File: src/hdl/gcrl_pkg.sv
// Shared types, constants and the arctangent table for the route length block.
package gcrl_pkg;

    localparam int CW = 36;                        // CORDIC and product operand width
    typedef logic signed [CW-1:0] cval_t;

    typedef struct packed {
        logic load;
        logic step;
        logic vec;                                 // 1: vectoring (acos), 0: rotation
    } cordic_ctrl_t;

    typedef enum logic [4:0] {
        S_IDLE, S_PREP, S_DMUL, S_DINIT, S_DIV, S_CLOAD, S_CORD, S_CSAVE,
        S_M1, S_M2, S_M3, S_M4, S_M5, S_SQ, S_SQI, S_SQRT, S_ALOAD, S_ACOS,
        S_MMUL, S_MM2, S_DONE
    } state_t;

    typedef enum logic [1:0] {
        ANG_LAT_PREV = 2'd0,
        ANG_LAT_CUR  = 2'd1,
        ANG_DELTA    = 2'd2
    } ang_sel_t;

    localparam cval_t INV_GAIN = 36'sd652032874;
    localparam cval_t HALF_PI  = 36'sd1686629713;
    localparam cval_t Q30_ONE  = 36'sd1073741824;
    localparam cval_t EARTH_R  = 36'sd6371000;
    // udeg -> Q2.31 radians scale (2*pi*1e9 * 2^31 / 3.6e17) with 70 fraction bits
    localparam logic [159:0] RAD_SCALED =
        (160'd6283185307 << 101) / 160'd360000000000000000;
    localparam logic [5:0]  RAD_INT = RAD_SCALED[75:70];
    localparam logic [34:0] RAD_HI  = RAD_SCALED[69:35];
    localparam logic [34:0] RAD_LO  = RAD_SCALED[34:0];
    localparam logic signed [27:0] LAT_MAX = 28'sd90000000;
    localparam logic [29:0] DEG360 = 30'd360000000;
    localparam logic [29:0] DEG180 = 30'd180000000;
    localparam logic [29:0] DEG90  = 30'd90000000;

    function automatic logic [31:0] atan_q30(input logic [5:0] i);
        logic [31:0] r;
        unique case (i)
            6'd0:  r = 32'h3243F6A8;
            6'd1:  r = 32'h1DAC6705;
            6'd2:  r = 32'h0FADBAFC;
            6'd3:  r = 32'h07F56EA6;
            6'd4:  r = 32'h03FEAB76;
            6'd5:  r = 32'h01FFD55B;
            6'd6:  r = 32'h00FFFAAA;
            6'd7:  r = 32'h007FFF55;
            6'd8:  r = 32'h003FFFEA;
            6'd9:  r = 32'h001FFFFD;
            6'd10: r = 32'h000FFFFF;
            6'd11: r = 32'h0007FFFF;
            6'd12: r = 32'h0003FFFF;
            6'd13: r = 32'h0001FFFF;
            6'd14: r = 32'h0000FFFF;
            6'd15: r = 32'h00007FFF;
            6'd16: r = 32'h00003FFF;
            6'd17: r = 32'h00001FFF;
            6'd18: r = 32'h00000FFF;
            6'd19: r = 32'h000007FF;
            6'd20: r = 32'h000003FF;
            6'd21: r = 32'h000001FF;
            6'd22: r = 32'h000000FF;
            6'd23: r = 32'h0000007F;
            6'd24: r = 32'h0000003F;
            6'd25: r = 32'h0000001F;
            6'd26: r = 32'h0000000F;
            6'd27: r = 32'h00000008;
            6'd28: r = 32'h00000004;
            6'd29: r = 32'h00000002;
            6'd30: r = 32'h00000001;
            default: r = 32'h0;
        endcase
        return r;
    endfunction

endpackage

File: src/hdl/gcrl_cordic.sv
// Shared CORDIC stage: x/y/z registers with one micro-rotation per cycle while step is set.
module gcrl_cordic (
    input  logic                    aclk,
    input  gcrl_pkg::cordic_ctrl_t  ctrl,
    input  logic [5:0]              idx,
    input  gcrl_pkg::cval_t         x_init,
    input  gcrl_pkg::cval_t         y_init,
    input  gcrl_pkg::cval_t         z_init,
    output gcrl_pkg::cval_t         x_out,
    output gcrl_pkg::cval_t         y_out,
    output gcrl_pkg::cval_t         z_out
);
    import gcrl_pkg::*;

    cval_t x_reg, y_reg, z_reg;
    cval_t x_next, y_next, z_next;
    cval_t dx, dy, at;
    logic  up;

    assign dx = y_reg >>> idx;
    assign dy = x_reg >>> idx;
    assign at = cval_t'({4'b0, atan_q30(idx)});
    // rotation follows the sign of z, vectoring drives y towards zero
    assign up = ctrl.vec ? !(y_reg > 0) : (z_reg >= 0);

    always_comb begin
        if (up) begin
            x_next = x_reg - dx;
            y_next = y_reg + dy;
            z_next = z_reg - at;
        end else begin
            x_next = x_reg + dx;
            y_next = y_reg - dy;
            z_next = z_reg + at;
        end
    end

    always_ff @(posedge aclk) begin
        if (ctrl.load) begin
            x_reg <= x_init;
            y_reg <= y_init;
            z_reg <= z_init;
        end else if (ctrl.step) begin
            x_reg <= x_next;
            y_reg <= y_next;
            z_reg <= z_next;
        end
    end

    assign x_out = x_reg;
    assign y_out = y_reg;
    assign z_out = z_reg;

endmodule

File: config.mk
export PLATFORM = sky130hd
export DESIGN_NAME = gcrl_cordic
export DESIGN_NICKNAME = d
export VERILOG_FILES = /design/src/hdl/gcrl_pkg.sv /design/src/hdl/gcrl_cordic.sv
export SDC_FILE = /design/constraint.sdc
export NUM_CORES = 1
export LEC_CHECK = 0
export BUFFER_PORTS_ARGS = -buffer_cell sky130_fd_sc_hd__buf_2
export CAP_MARGIN = 10
export CELL_PAD_IN_SITES_DETAIL_PLACEMENT = 1
export CELL_PAD_IN_SITES_GLOBAL_PLACEMENT = 1
export CORE_MARGIN = 4
export CORE_UTILIZATION = 30
export DETAILED_ROUTE_END_ITERATION = 16
export MAX_ROUTING_LAYER = met4
export PLACE_DENSITY_LB_ADDON = 0.1
export SETUP_SLACK_MARGIN = 0.1
export SYNTH_ARGS = -nofsm -noshare
export SYNTH_HDL_FRONTEND = slang
export SYNTH_SLANG_ARGS = --single-unit
File: constraint.sdc
create_clock -name aclk -period 18 [get_ports aclk]
set_clock_uncertainty 0.05 [all_clocks]
set_input_delay 0 -clock aclk [delete_from_list [all_inputs] [get_ports aclk]]
set_output_delay 0 -clock aclk [all_outputs]
set_load 0.01 [all_outputs]
Word level (Yosys, flattened, before mapping):

Memories as Yosys holds them, arrays and structs flattened.
Cells that the tools add are included.
Widths: inputs -> output; s select.

* shift operators: 2
* div/mod/pow operators: 0
* bitwise operators: 0
* multipliers: 0
* muxes and demuxes: 11
* $lt $le $gt $ge: 2
* $add $sub $neg: 6
* reduce and logical (&&, ||, !) cells: 2
* equal/unequal tests: 0

Operator list (number)
* $mux 36: 9
* $add 36x36->36: 2
* $sshr 36x6->36: 2
* $sub 36x36->36: 2
* $add 36x33->36: 1
* $ge 36x1->1 const B: 1
* $gt 36x1->1 const B: 1
* $sub 36x33->36: 1
* $mux 32: 1
* $reduce_bool 2->1: 1
* $logic_not 1->1: 1
* $mux 1: 1

* bits in read-only memories: 960
* register bits after elaboration: 108
* latch bits: 0
* memories kept: 1
* RAM bits: 0

Memories
* (name not given): words 32, width 30, rd ports 1, clocked after Yosys merged registers in 0, wr ports 0, line gcrl_pkg.sv:42 `unique case (i)`

Logic depth before layout (Yosys ltp):

* depth after elaboration: 6
* depth in mapped cells: 31
* gate-level depth less buffers: 24

Least setup slack after synthesis:

OpenSTA, ideal clock, no wires.

* kind: in2reg
* start point: input port idx[0]
* end point: register z_reg[35] (netlist: z_out[35]), data pin
* slack: 11.417 ns
* arrival: 6.273 ns
* library setup time: 0.260 ns
* path buffers: 8
* stages: 31
* data required time: 17.690 ns
* path through: buf_6 > buf_12 > buf_12 > buf_12 > buf_6 > buf_2 > clkbuf_1 > inv_1 > ha_1 > nand2_1 > o21ai_0 > a22o_1 > a221oi_1 > nand2b_1 > or3_1 > nor3_1 > a31oi_1 > clkbuf_1 > xor2_1 > ha_1 > a21o_1 > a21o_1 > a21o_1 > and3_1 > o31a_1 > o2111ai_1 > a21oi_1 > a2111oi_0 > o2bb2ai_1 > xnor2_1 > mux2_2

* cells in the longest elaborated chain, start to end: 6
* elaborated cells on any way between the ends: 7
* classes of those cells: add/sub: 2; mux: 4; memory: 1

RTL lines
* from (decl): line gcrl_cordic.sv:5 `input logic [5:0] idx,`
* $mem_v2 32x30 *
* $mux 32 *: line gcrl_pkg.sv:42
* $add 36x33->36 or $sub 36x33->36 (tied branches): line gcrl_cordic.sv:34, gcrl_cordic.sv:30
* $mux 36 *: line gcrl_cordic.sv:27 `if (up) begin`
* $mux 36 *: line gcrl_cordic.sv:43 `end else if (ctrl.step) begin`
* $mux 36 *: line gcrl_cordic.sv:39 `if (ctrl.load) begin`
* to (signal assigned): line gcrl_cordic.sv:42 `z_reg <= z_init;`
* to (signal assigned): line gcrl_cordic.sv:46 `z_reg <= z_next;`
* to (decl): line gcrl_cordic.sv:15 `cval_t x_reg, y_reg, z_reg;`

Mark *: on every way between the ends. The rest lies on a longest branch, timed or not. The select of a mux whose other input is x is not followed.
A chain may end at the register's enable or synchronous reset.

Final worst setup path:

* start point: register y_reg[4] (netlist: y_out[4])
* end point: register z_reg[33] (netlist: z_out[33]), data pin

* cells in the longest elaborated chain, start to end: 6

RTL lines
* from (decl): line gcrl_cordic.sv:15
* from (signal assigned): line gcrl_cordic.sv:41 `y_reg <= y_init;`
* from (signal assigned): line gcrl_cordic.sv:45 `y_reg <= y_next;`
* $gt 36x1->1: line gcrl_cordic.sv:24 `assign up = ctrl.vec ? !(y_reg > 0) : (z_reg >= 0);`
* $logic_not 1->1: line gcrl_cordic.sv:24
* $mux 1: line gcrl_cordic.sv:24
* $mux 36: line gcrl_cordic.sv:27
* $mux 36: line gcrl_cordic.sv:43
* $mux 36: line gcrl_cordic.sv:39

No other way between the ends. The select of a mux whose other input is x is not followed.

==> flow_metrics.tcl <==
set metrics [dict create \
    gp_congestion 0.936 \
    criticalPathCategory "flop to flop" \
    period_share 0.426 \
    cp_cell_sequence "nor4_1 > nand4_1 > nor2_1 > a41oi_1 > nand2_1 > o21a_1 > buf_4 > a31oi_2 > xor2_1 > ha_1 > a21o_1 > a21o_1 > a21o_1 > and3_1 > o31a_1 > o2111ai_1 > a21oi_1 > a2111oi_0 > xor2_1 > o21ai_0 > dlygate4sd3_1" \
    dieArea_um2 60600 \
    avgSynthCellArea_um2 8.49 \
    async_reset_ff_frac 0 \
    worstSetupStartpointType "flop" \
    finalSetupViolCount 0 \
    grt_use_met1 0.338 \
    period_needed_ps 7670 \
    routed_wl_mm 76.2 \
    synth_common_cells "nand2_1 (238), o21ai_0 (181), a21oi_1 (162)" \
    die_h_um 246 \
    ir_drop_uv 102 \
    power_density_nw_per_um2 230 \
    critPathRequiredTime_ps 18110 \
    initial_utilization 0.302 \
    slowest_delay_ps 840 \
    max-cap-violations 0 \
    vias 17300 \
    slowest_stage "o21a_1" \
    yosysTopAreaCellShare 0.191 \
    cts_buffers 9 \
    area_delta_synth_final_pct 18.7 \
    synth_cells 2003 \
    max_slew_margin 0.131 \
    port_buffers 225 \
    antenna_found_initial 1 \
    synth_area_leader_cell "edfxtp_1" \
    synth_area_um2 17000 \
    power.total_mw 4.65 \
    vias_per_cell 5.75 \
    regArea_um2 3240 \
    yosysUniqueCellTypes 88 \
    clk_pin_slew_ps 80 \
    worstMarginPinSlew_ps 1270 \
    nets 2491 \
    ys_seq_area_frac 0.191 \
    multi_input_area_um2 13000 \
    finalHoldViolCount 0 \
    hold-worst-slack_ps 34.7 \
    fill_cells 6743 \
    synthTopCellsByArea "edfxtp_1 (19%), mux4_2 (11%), ha_1 (8.5%)" \
    placement.cell_area_um2 18700 \
    dp.final_hpwl_mm 58.2 \
    p_leak_nw 8.32 \
    grt_max_degree 96 \
    drtAntennaViolNets 0 \
    grt_pass1_vias 17600 \
    dp_slack_ps 10090 \
    dr.pass1.iters 5 \
    drv_slew 0 \
    synth_fp_nets 2240 \
    synthFlopType "edfxtp_1" \
    rsz0062_at_grt "no" \
    status "completed" \
    synth.most_common_cell "nand2_1" \
    grt_usage 0.253 \
    grt_pass1_wl_mm 114 \
    use_met2 0.411 \
    busiest_layer "met2" \
    routedWlPerCell_um 25.3 \
    synth-edff-count 108 \
    clock-sinks 108 \
    max_freq_mhz 130 \
    coreArea_um2 56300 \
    route.detailed.drc 0 \
    io_pins 226 \
    grtUsageMet3 0.0394 \
    yosys_warnings 0 \
    core.rowCount 87 \
    cts_tree "done" \
    final_area_um2 20200 \
    min_path_type "input port to flop" \
    setup_tns_ps 0 \
    path_max_fanout 30 \
    h-tree-depth 3 \
    path_common_cell "a21o_1" \
    n_antenna_cell 0 \
    overflow 0 \
    clock_latency_ps 410 \
    fin_ws_ps 10330 \
    clock_path_buffers 2 \
    synth-seq-cells 108 \
    dieWidth_um 246 \
    cts_root_buf "clkbuf_16" \
    critPathCaptureType "flop" \
    drive_above_1_share 0.186 \
    critPathArrivalTime_ps 7790 \
    drt_iter0_markers 1199 \
]
## where the power goes
| group | internal, mW | switching, mW |
|---|---|---|
| Sequential | 0.492 | 0.303 |
| Combinational | 1.56 | 2.04 |
| Clock | 0.134 | 0.111 |
## routing by layer
metal  routed length (µm)  up-vias  part of all wire
met5                    0        -                 0
met4                 1250        0             0.016
met3                 4200       85             0.055
met2                36000      502              0.47
met1                34700     8664              0.46
li1                     -     8066                 -
## critical path: cells and delay by family, from the launching register on
family,cells,cell delay (ps)
XOR/XNOR,2,480
AO/OA/AOI/OAI,11,3480
adder cells (fa/ha/maj),1,430
AND/OR/NAND/NOR,5,1350
flip-flops,1,570
buffers and inverters,2,1010
## flip-flops by register name (all words and copies together), names as in the netlist
signal and cells:
z_out 36, y_out 36, x_out 36
## stage by stage
step	cells	utilization
2_1_floorplan	2003	-
3_3_place_gp	2882	0.332
3_5_place_dp	2882	0.332
4_1_cts	3012	0.359
5_1_grt	3012	0.359
6_report	3012	0.359
## kinds of logic after synthesis
| family | after synthesis | synth area share |
|---|---|---|
| AND/OR/NAND/NOR | 578 | 0.159 |
| multiplexers | 184 | 0.174 |
| adder cells (fa/ha/maj) | 119 | 0.0889 |
| AO/OA/AOI/OAI | 660 | 0.248 |
| flip-flops | 108 | 0.191 |
| XOR/XNOR | 181 | 0.0932 |
| buffers and inverters | 173 | 0.0459 |
## path summary, 6_finish.rpt
| check | cells after the start | endpoint | slack (ps) | from |
|---|---|---|---|---|
| worst max-delay path | 21 | z_out[33] | 10330 | y_out[4] |
| worst min-delay path | 3 | z_out[30] | 30 | ctrl[2] |
| worst max register to register | 21 | z_out[33] | 10330 | y_out[4] |
| worst min register to register | 3 | z_out[0] | 790 | z_out[0] |
## area by class of cell
| cell class | count | area share |
|---|---|---|
| multi-input combinational | 1722 | 0.645 |
| clock inverter | 4 | 0.00489 |
| clock buffer | 9 | 0.0112 |
| sequential | 108 | 0.161 |
| inverter | 49 | 0.00911 |
| tap | 756 | 0.0468 |
| timing repair buffer | 364 | 0.123 |
## cells in the final DEF (no fill, tap or decap), types with 50 or more instances in the layout
| master | instances |
|---|---|
| nor2_1 | 127 |
| dlygate4sd3_1 | 117 |
| a21o_1 | 73 |
| mux4_2 | 81 |
| a21oi_1 | 162 |
| xnor2_1 | 101 |
| ha_1 | 116 |
| mux2_2 | 50 |
| nand2_1 | 238 |
| xor2_1 | 80 |
| buf_2 | 222 |
| edfxtp_1 | 108 |
| o21ai_0 | 181 |
## repair_timing
item | in CTS | in global routing
hold buffers | 117 | 0
buffers inserted | 0 | 0
resized for setup | 0 | 0
endpoints found under the hold margin | 107 | 0
No activity file was read; power rests on OpenSTA's default activity.
